==> src/hw/rtl/rvpf_pkg.sv <==
`default_nettype none
// -----------------------------------------------------------------------------
// RGB to visual pixel formatter - shared definitions
// Codes, register indexes, pipeline constants and the divider step.
// -----------------------------------------------------------------------------
package rvpf_pkg;

    localparam int PALETTE_DEPTH_DEF = 256;

    localparam int CHAN_W         = 8;
    localparam int NUM_CHAN       = 3;
    localparam int BITS_PER_STAGE = 2;
    localparam int DIV_STAGES     = CHAN_W / BITS_PER_STAGE;

    localparam logic FUNC_PIXEL = 1'b0;
    localparam logic FUNC_WRITE = 1'b1;

    localparam logic [1:0] MODE_TRUE    = 2'd0;
    localparam logic [1:0] MODE_PALETTE = 2'd1;
    localparam logic [1:0] MODE_GRAY    = 2'd2;

    localparam logic [2:0] REG_VISUAL_MODE   = 3'd0;
    localparam logic [2:0] REG_PIXEL_FORMAT  = 3'd1;
    localparam logic [2:0] REG_MSB_FIRST     = 3'd2;
    localparam logic [2:0] REG_CHANNEL_SHIFT = 3'd3;
    localparam logic [2:0] REG_LEVELS        = 3'd4;
    localparam logic [2:0] REG_RED_DIV       = 3'd5;
    localparam logic [2:0] REG_GREEN_DIV     = 3'd6;
    localparam logic [2:0] REG_BLUE_DIV      = 3'd7;

    // luminance weights, sum divided by 100 via reciprocal
    localparam logic [14:0] GRAY_WR    = 15'd30;
    localparam logic [14:0] GRAY_WG    = 15'd59;
    localparam logic [14:0] GRAY_WB    = 15'd11;
    localparam logic [15:0] GRAY_RECIP = 16'd41944;
    localparam int          GRAY_SHIFT = 22;

    typedef struct packed {
        logic       func;
        logic [7:0] entry_index;
        logic [7:0] entry_value;
    } t_tag;

    typedef struct packed {
        logic [CHAN_W-1:0] rem;
        logic [CHAN_W-1:0] x;
        logic [CHAN_W-1:0] q;
    } t_lane;

    // restoring division, BITS_PER_STAGE quotient bits
    function automatic t_lane div_step(t_lane a, logic [CHAN_W-1:0] d);
        t_lane           o;
        logic [CHAN_W:0] t;
        o = a;
        for (int i = 0; i < BITS_PER_STAGE; i++) begin
            t   = {o.rem, o.x[CHAN_W-1]};
            o.x = {o.x[CHAN_W-2:0], 1'b0};
            if (t >= {1'b0, d}) begin
                o.rem = CHAN_W'(t - {1'b0, d});
                o.q   = {o.q[CHAN_W-2:0], 1'b1};
            end else begin
                o.rem = t[CHAN_W-1:0];
                o.q   = {o.q[CHAN_W-2:0], 1'b0};
            end
        end
        return o;
    endfunction

endpackage
`default_nettype wire

==> src/hw/rtl/rgb_to_visual_pixel_formatter.sv <==
`default_nettype none
// -----------------------------------------------------------------------------
// RGB to visual pixel formatter - top level
// Quantises an RGB pixel and emits true-colour bytes or one palette byte.
// -----------------------------------------------------------------------------
// Channel   Dir  Width  Contents
// s_axis    in   40+1   tdata: red, green, blue, entry_index, entry_value; tuser: func
// m_axis    out  8+1    tdata: data_byte; tlast: last_byte
// cfg       in   3+8    register index, write data
//
// A transaction can enter every cycle unless the pipeline holds; it passes the
// divider stages, c1, c2, c3, m and the serialiser. One byte per cycle leaves while
// m_axis_tready is high; a true-colour pixel gives pixel_format+1, palette/gray one.
// The whole pipeline holds while the output byte register waits.
// Synchronous active-low reset clears valids and config registers; palette is unset.
// -----------------------------------------------------------------------------
module rgb_to_visual_pixel_formatter import rvpf_pkg::*; #(
    parameter int PALETTE_DEPTH = PALETTE_DEPTH_DEF
) (
    input  logic        i_clk,
    input  logic        i_rst_n,
    input  logic        s_axis_tvalid,
    output logic        s_axis_tready,
    input  logic [39:0] s_axis_tdata,   // red, green, blue, entry_index, entry_value
    input  logic        s_axis_tuser,   // func
    output logic        m_axis_tvalid,
    input  logic        m_axis_tready,
    output logic [7:0]  m_axis_tdata,   // data_byte
    output logic        m_axis_tlast,
    input  logic        i_cfg_we,
    input  logic [2:0]  i_cfg_addr,
    input  logic [7:0]  i_cfg_data
);

    localparam int IDX_W = $clog2(PALETTE_DEPTH);

    // configuration
    logic [1:0] r_mode;
    logic [1:0] r_fmt;
    logic       r_msb;
    logic [4:0] r_shift;
    logic [4:0] r_lv;
    logic [7:0] r_div_r, r_div_g, r_div_b;
    logic [9:0] r_lv2;

    always_ff @(posedge i_clk) begin
        if (!i_rst_n) begin
            r_mode  <= MODE_TRUE;
            r_fmt   <= 2'd3;
            r_msb   <= 1'b0;
            r_shift <= 5'd8;
            r_lv    <= 5'd6;
            r_div_r <= 8'd1;
            r_div_g <= 8'd1;
            r_div_b <= 8'd1;
        end else if (i_cfg_we) begin
            case (i_cfg_addr)
                REG_VISUAL_MODE:   r_mode  <= i_cfg_data[1:0];
                REG_PIXEL_FORMAT:  r_fmt   <= i_cfg_data[1:0];
                REG_MSB_FIRST:     r_msb   <= i_cfg_data[0];
                REG_CHANNEL_SHIFT: r_shift <= i_cfg_data[4:0];
                REG_LEVELS:        r_lv    <= i_cfg_data[4:0];
                REG_RED_DIV:       r_div_r <= i_cfg_data;
                REG_GREEN_DIV:     r_div_g <= i_cfg_data;
                REG_BLUE_DIV:      r_div_b <= i_cfg_data;
                default: ;
            endcase
        end
    end

    always_ff @(posedge i_clk) begin
        r_lv2 <= 10'(r_lv) * 10'(r_lv);
    end

    // pipeline control
    logic adv;
    logic r_s_vld;
    logic s_last;

    assign adv           = !r_s_vld || (m_axis_tready && s_last);
    assign s_axis_tready = adv;

    // quantiser
    t_tag                            in_tag;
    logic [NUM_CHAN-1:0][CHAN_W-1:0] in_chan;
    logic [NUM_CHAN-1:0][CHAN_W-1:0] in_div;
    logic                            q_vld;
    t_tag                            q_tag;
    logic [NUM_CHAN-1:0][CHAN_W-1:0] q_quo;

    assign in_tag.func        = s_axis_tuser;
    assign in_tag.entry_index = s_axis_tdata[31:24];
    assign in_tag.entry_value = s_axis_tdata[39:32];
    assign in_chan[0]         = s_axis_tdata[7:0];
    assign in_chan[1]         = s_axis_tdata[15:8];
    assign in_chan[2]         = s_axis_tdata[23:16];
    assign in_div[0]          = (r_div_r == 8'd0) ? 8'd1 : r_div_r;
    assign in_div[1]          = (r_div_g == 8'd0) ? 8'd1 : r_div_g;
    assign in_div[2]          = (r_div_b == 8'd0) ? 8'd1 : r_div_b;

    rvpf_qdiv u_qdiv (
        .i_clk   (i_clk),
        .i_rst_n (i_rst_n),
        .i_adv   (adv),
        .i_vld   (s_axis_tvalid),
        .i_tag   (in_tag),
        .i_chan  (in_chan),
        .i_div   (in_div),
        .o_vld   (q_vld),
        .o_tag   (q_tag),
        .o_quo   (q_quo)
    );

    // products and packed word
    logic        r_c1_vld, r_c2_vld, r_c3_vld, r_m_vld;
    t_tag        r_c1_tag, r_c2_tag, r_c3_tag;
    logic [31:0] r_c1_word, r_c2_word, r_c3_word, r_m_word;
    logic [17:0] r_c1_pr;
    logic [12:0] r_c1_pg;
    logic [7:0]  r_c1_b;
    logic [14:0] r_c1_gr, r_c1_gg, r_c1_gb;
    logic [17:0] r_c2_pal, r_c3_pal;
    logic [14:0] r_c2_gray;
    logic [7:0]  r_c3_gray;
    logic        r_m_func;
    logic [7:0]  r_rd;
    logic [63:0] word64;
    logic [30:0] gray_prod;

    assign word64 = (64'(q_quo[0]) << {r_shift, 1'b0})
                  | (64'(q_quo[1]) << r_shift)
                  | 64'(q_quo[2]);
    assign gray_prod = 31'(r_c2_gray) * 31'(GRAY_RECIP);

    always_ff @(posedge i_clk) begin
        if (!i_rst_n) begin
            r_c1_vld <= 1'b0;
            r_c2_vld <= 1'b0;
            r_c3_vld <= 1'b0;
            r_m_vld  <= 1'b0;
        end else if (adv) begin
            r_c1_vld <= q_vld;
            r_c2_vld <= r_c1_vld;
            r_c3_vld <= r_c2_vld;
            r_m_vld  <= r_c3_vld;
        end
    end

    always_ff @(posedge i_clk) begin
        if (adv) begin
            r_c1_tag  <= q_tag;
            r_c1_word <= word64[31:0];
            r_c1_pr   <= 18'(q_quo[0]) * 18'(r_lv2);
            r_c1_pg   <= 13'(q_quo[1]) * 13'(r_lv);
            r_c1_b    <= q_quo[2];
            r_c1_gr   <= 15'(q_quo[0]) * GRAY_WR;
            r_c1_gg   <= 15'(q_quo[1]) * GRAY_WG;
            r_c1_gb   <= 15'(q_quo[2]) * GRAY_WB;

            r_c2_tag  <= r_c1_tag;
            r_c2_word <= r_c1_word;
            r_c2_pal  <= r_c1_pr + 18'(r_c1_pg) + 18'(r_c1_b);
            r_c2_gray <= r_c1_gr + r_c1_gg + r_c1_gb;

            r_c3_tag  <= r_c2_tag;
            r_c3_word <= r_c2_word;
            r_c3_pal  <= r_c2_pal;
            r_c3_gray <= gray_prod[GRAY_SHIFT +: 8];

            r_m_func  <= r_c3_tag.func;
            r_m_word  <= r_c3_word;
        end
    end

    // palette store
    logic [7:0]       r_pal [PALETTE_DEPTH];
    logic [17:0]      idx_full;
    logic [IDX_W-1:0] rd_addr;
    logic             wr_en;

    assign idx_full = (r_mode == MODE_GRAY) ? 18'(r_c3_gray) : r_c3_pal;
    assign rd_addr  = (idx_full >= 18'(PALETTE_DEPTH)) ? IDX_W'(PALETTE_DEPTH - 1)
                                                       : idx_full[IDX_W-1:0];
    assign wr_en    = adv && r_c3_vld && (r_c3_tag.func == FUNC_WRITE)
                    && (9'(r_c3_tag.entry_index) < 9'(PALETTE_DEPTH));

    always_ff @(posedge i_clk) begin
        if (wr_en) begin
            r_pal[r_c3_tag.entry_index[IDX_W-1:0]] <= r_c3_tag.entry_value;
        end
        if (adv) begin
            r_rd <= r_pal[rd_addr];
        end
    end

    // output byte serialiser
    logic        need;
    logic [31:0] r_s_word;
    logic [1:0]  r_s_n1;
    logic [1:0]  r_s_k;
    logic        r_s_msb;
    logic [1:0]  pos;

    assign need = r_m_vld && (r_m_func == FUNC_PIXEL)
               && ((r_mode == MODE_TRUE) || (r_mode == MODE_PALETTE) || (r_mode == MODE_GRAY));

    always_ff @(posedge i_clk) begin
        if (!i_rst_n) begin
            r_s_vld <= 1'b0;
            r_s_k   <= 2'd0;
        end else if (adv) begin
            r_s_vld <= need;
            r_s_k   <= 2'd0;
        end else if (m_axis_tready) begin
            r_s_k   <= r_s_k + 2'd1;
        end
    end

    always_ff @(posedge i_clk) begin
        if (adv) begin
            r_s_msb <= r_msb;
            if (r_mode == MODE_TRUE) begin
                r_s_word <= r_m_word;
                r_s_n1   <= r_fmt;
            end else begin
                r_s_word <= {24'd0, r_rd};
                r_s_n1   <= 2'd0;
            end
        end
    end

    assign pos           = r_s_msb ? 2'(r_s_n1 - r_s_k) : r_s_k;
    assign s_last        = (r_s_k == r_s_n1);
    assign m_axis_tvalid = r_s_vld;
    assign m_axis_tdata  = r_s_word[{pos, 3'b000} +: 8];
    assign m_axis_tlast  = s_last;

endmodule
`default_nettype wire

==> src/hw/rtl/rvpf_qdiv.sv <==
`default_nettype none
// -----------------------------------------------------------------------------
// RGB to visual pixel formatter - channel quantiser
// Pipelined restoring divider, three channels side by side, tag carried along.
// -----------------------------------------------------------------------------
module rvpf_qdiv import rvpf_pkg::*; (
    input  logic                             i_clk,
    input  logic                             i_rst_n,
    input  logic                             i_adv,
    input  logic                             i_vld,
    input  t_tag                             i_tag,
    input  logic [NUM_CHAN-1:0][CHAN_W-1:0]  i_chan,
    input  logic [NUM_CHAN-1:0][CHAN_W-1:0]  i_div,
    output logic                             o_vld,
    output t_tag                             o_tag,
    output logic [NUM_CHAN-1:0][CHAN_W-1:0]  o_quo
);

    logic [DIV_STAGES-1:0] r_vld;
    t_tag                  r_tag  [DIV_STAGES];
    t_lane                 r_lane [DIV_STAGES][NUM_CHAN];
    t_lane                 n_lane [DIV_STAGES][NUM_CHAN];

    for (genvar s = 0; s < DIV_STAGES; s++) begin : g_stage
        for (genvar c = 0; c < NUM_CHAN; c++) begin : g_chan
            if (s == 0) begin : g_first
                always_comb begin
                    n_lane[s][c] = div_step('{rem: '0, x: i_chan[c], q: '0}, i_div[c]);
                end
            end else begin : g_next
                always_comb begin
                    n_lane[s][c] = div_step(r_lane[s-1][c], i_div[c]);
                end
            end
        end
    end

    always_ff @(posedge i_clk) begin
        if (!i_rst_n) begin
            r_vld <= '0;
        end else if (i_adv) begin
            r_vld <= {r_vld[DIV_STAGES-2:0], i_vld};
        end
    end

    always_ff @(posedge i_clk) begin
        if (i_adv) begin
            r_tag[0] <= i_tag;
            for (int s = 1; s < DIV_STAGES; s++) begin
                r_tag[s] <= r_tag[s-1];
            end
            r_lane <= n_lane;
        end
    end

    assign o_vld = r_vld[DIV_STAGES-1];
    assign o_tag = r_tag[DIV_STAGES-1];

    always_comb begin
        for (int c = 0; c < NUM_CHAN; c++) begin
            o_quo[c] = r_lane[DIV_STAGES-1][c].q;
        end
    end

endmodule
`default_nettype wire

==> config.mk <==
export PLATFORM = sky130hd
export DESIGN_NAME = rgb_to_visual_pixel_formatter
export DESIGN_NICKNAME = d
export VERILOG_FILES = /design/src/hw/rtl/rvpf_pkg.sv /design/src/hw/rtl/rgb_to_visual_pixel_formatter.sv /design/src/hw/rtl/rvpf_qdiv.sv
export SDC_FILE = /design/constraint.sdc
export NUM_CORES = 2
export LEC_CHECK = 0
export ABC_AREA = 1
export BUFFER_PORTS_ARGS = -buffer_cell sky130_fd_sc_hd__buf_4
export CAP_MARGIN = 20
export CORE_MARGIN = 2
export CORE_UTILIZATION = 40
export DETAILED_ROUTE_END_ITERATION = 10
export HOLD_SLACK_MARGIN = 0.12
export PLACE_DENSITY = 0.6
export SLEW_MARGIN = 0
export SYNTH_ARGS = -nofsm -noshare
export SYNTH_HDL_FRONTEND = slang
export SYNTH_SLANG_ARGS = --single-unit
==> constraint.sdc <==
create_clock -name i_clk -period 36.1 [get_ports i_clk]
set_input_delay 7.22 -clock i_clk [delete_from_list [all_inputs] [get_ports i_clk]]
set_output_delay 7.22 -clock i_clk [all_outputs]
set_load 0.005 [all_outputs]
==> metrics.cfg <==
[run_status]
status=complete, no violations

[clock_tree]
post_cts_resized=0
clock_sinks=2701
numCtsBuffers=299
cts_tree=yes
clock_path_buffers=4
cts-hold-fix-buffers=0
cts_setup_buffers=0
cts.clk_slew.worst_paths_ns=0.06
insertion_delay_ns=0.94
htreeDepth=5
root_buffer=clkbuf_16

[sta]
max-slew-margin-rel=0.1651
finalCriticalPeriod_ns=15.32
finalClockSkew_ns=0.1233
finalSetupTns_ns=0
finalSetupViolCount=0
hold_violations=0
rsz0062_at_grt=false
min_period_over_period=0.4243
slew_viol_final=0
tightest_slew_ns=1.252
fmax_ghz=0.06528

[cells_and_area]
final_common_cell=edfxtp_1
drive_gt1_frac=0.05635
final_cell_mix=edfxtp_1, nand3_1, nand2_1, inv_1, nand3b_1
area_growth_pct=10.70
fin_nets=12480

[global_route]
grt_max_degree=207
first_global_vias=82051
grt.total_usage=0.2012
grt_pass1_wl_um=511000
grt-ovfl-total=0
antenna_found_initial=12

[routing]
drt-met1-wl_um=148600
drtIter0Drc=9372
firstDrtPassIters=10
wire_per_inst_um=20.83
vias=85411
totalWireLength_um=340400
drc=0
met2_length_um=157100
met3WireLength_um=25520
viasPerCell=5.226
detail-route-antenna-nets=0
top_layer=met5

[flow_run]
maxCapViolations=0

[setup_path]
rrSetupSlack_ns=29.87
crit_chain=buf_4, nand2_1, nand2_4, buf_4
cp_slowest_cell=nand2_4
cp_max_fo=34
worstSetupEndpointType=output pin
path_delay_family=simple AND/OR/NAND/NOR gates
cp.required_ns=28.88
path_common_cell=buf_4
worst_setup_path_start_kind=input pin
cp.arrival_ns=8.10
slowest_delay_ns=0.42
critPathBufInv=2
critical_path_class=in -> out

[die]
die_w_um=575.6
row_count=209
fp.coreArea_um2=324500
die_h_um=575.6
start_util=0.4027
die-area_um2=331300
boundaryPins=68

[pwr]
fin_total_pwr_mw=12.49
ir_drop_mv=0.3531
p_per_area_nw_per_um2=86.31
leakagePower_nw=57.53

[synthesis]
ys.flop_type=edfxtp_1
yosysSeqAreaShare=0.6161
ys_warn_count=0
async_flop_share=0
synth_cell_types=54
ys_seq_elements=2701
synth_area_um2=130700
syn_inst=11930
avgSynthCellArea_um2=10.95
synth_edf_count=2642

[place]
io_buffer_count=67
dpl.hpwl_um=201900
gp_congestion=0.8583

[min_path]
min_path_type=reg -> reg

==> synth_stat cells, types with 126 or more instances <==
library cell,number,share of area
nand3b_1,649,0.037
xor2_1,126,0.0084
clkbuf_1,244,0.0070
o211ai_1,132,0.0076
nand3_1,2063,0.079
buf_2,347,0.013
nor2_1,525,0.015
o21ai_0,260,0.010
inv_1,1584,0.045
a21oi_1,253,0.0097
ha_1,441,0.042
nand2_1,2047,0.059
edfxtp_1,2642,0.61
fa_1,206,0.032
==> through the flow <==
| step | worst slack, ns | utilization | instance area [um^2] | std cells | hold WS (ns) |
|---|---|---|---|---|---|
| floorplan | 5.326 | - | 130700 | 11931 | 0.3751 |
| global placement | 20.77 | 0.4157 | 134900 | 15799 | 0.4010 |
| detailed placement | 20.76 | 0.4157 | 134900 | 15799 | 0.4045 |
| CTS | 20.76 | 0.4457 | 144600 | 16338 | 0.4083 |
| global route | 20.69 | 0.4458 | 144700 | 16341 | 0.4172 |
| finish | 20.78 | 0.4458 | 144700 | 16343 | 0.4022 |
==> worst paths after layout <==
| check | from | endpoint | cells past startpoint |
|---|---|---|---|
| max reg2reg | r_mode[1] | r_rd[2] | 16 |
| max | m_axis_tready | s_axis_tready | 4 |
| min | u_qdiv.r_lane[75] | u_qdiv.o_quo[21] | 0 |
| min reg2reg | u_qdiv.r_lane[75] | u_qdiv.o_quo[21] | 0 |
==> report_power, final <==
part	switching, mW	leakage (nW)	internal (mW)
combinational	3.38	27.7	2.03
sequential	0.152	25.1	3.90
clock	1.26	4.74	1.77
total	4.80	57.5	7.69
==> layer usage <==
metal  GRT usage  vias up
met1      0.2838    41153
met5           0        -
met2      0.3232     3138
li1            -    40601
met4     0.05655        2
met3     0.02982      517
==> final cells by class <==
| cell class | instances | area, um^2 |
|---|---|---|
| Sequential cell | 2701 | 80520 |
| Multi-Input combinational cell | 6989 | 41360 |
| Clock inverter | 174 | 1834 |
| Antenna cell | 4 | 10.01 |
| Timing Repair Buffer | 196 | 1672 |
| Tap cell | 4325 | 5411 |
| Inverter | 1589 | 5974 |
| Fill cell | 30081 | 179900 |
| Clock buffer | 365 | 7888 |
==> sequential cells by signal, summed over array words and instances (netlist names), 14 cells and up <==
name	flops
u_qdiv.o_quo	24
r_c2_word	32
r_c1_word	32
r_c2_gray	15
r_c1_gg	14
u_qdiv.r_lane	126
r_pal	2048
r_m_word	32
r_c3_tag	17
r_c3_word	32
r_c1_pr	18
r_s_word	32
u_qdiv.n_lane	18
r_c3_pal	18
r_c2_pal	18
u_qdiv.r_tag	68
r_c1_tag	17
r_c2_tag	17
==> kinds of logic after synthesis <==
logic type                 after synthesis  share of synthesized area
DFF                                   2701                     0.6161
muxes                                   10                  0.0007660
AOI/OAI and AO/OA                      751                    0.03333
buffers and inverters                 2241                    0.06841
adders and majority gates              647                    0.07378
and+or+nand+nor                       5395                     0.1953
other                                    2                 0.00005747
xor gates and xnor gates               183                    0.01226
(Power assumes the default switching activity.)
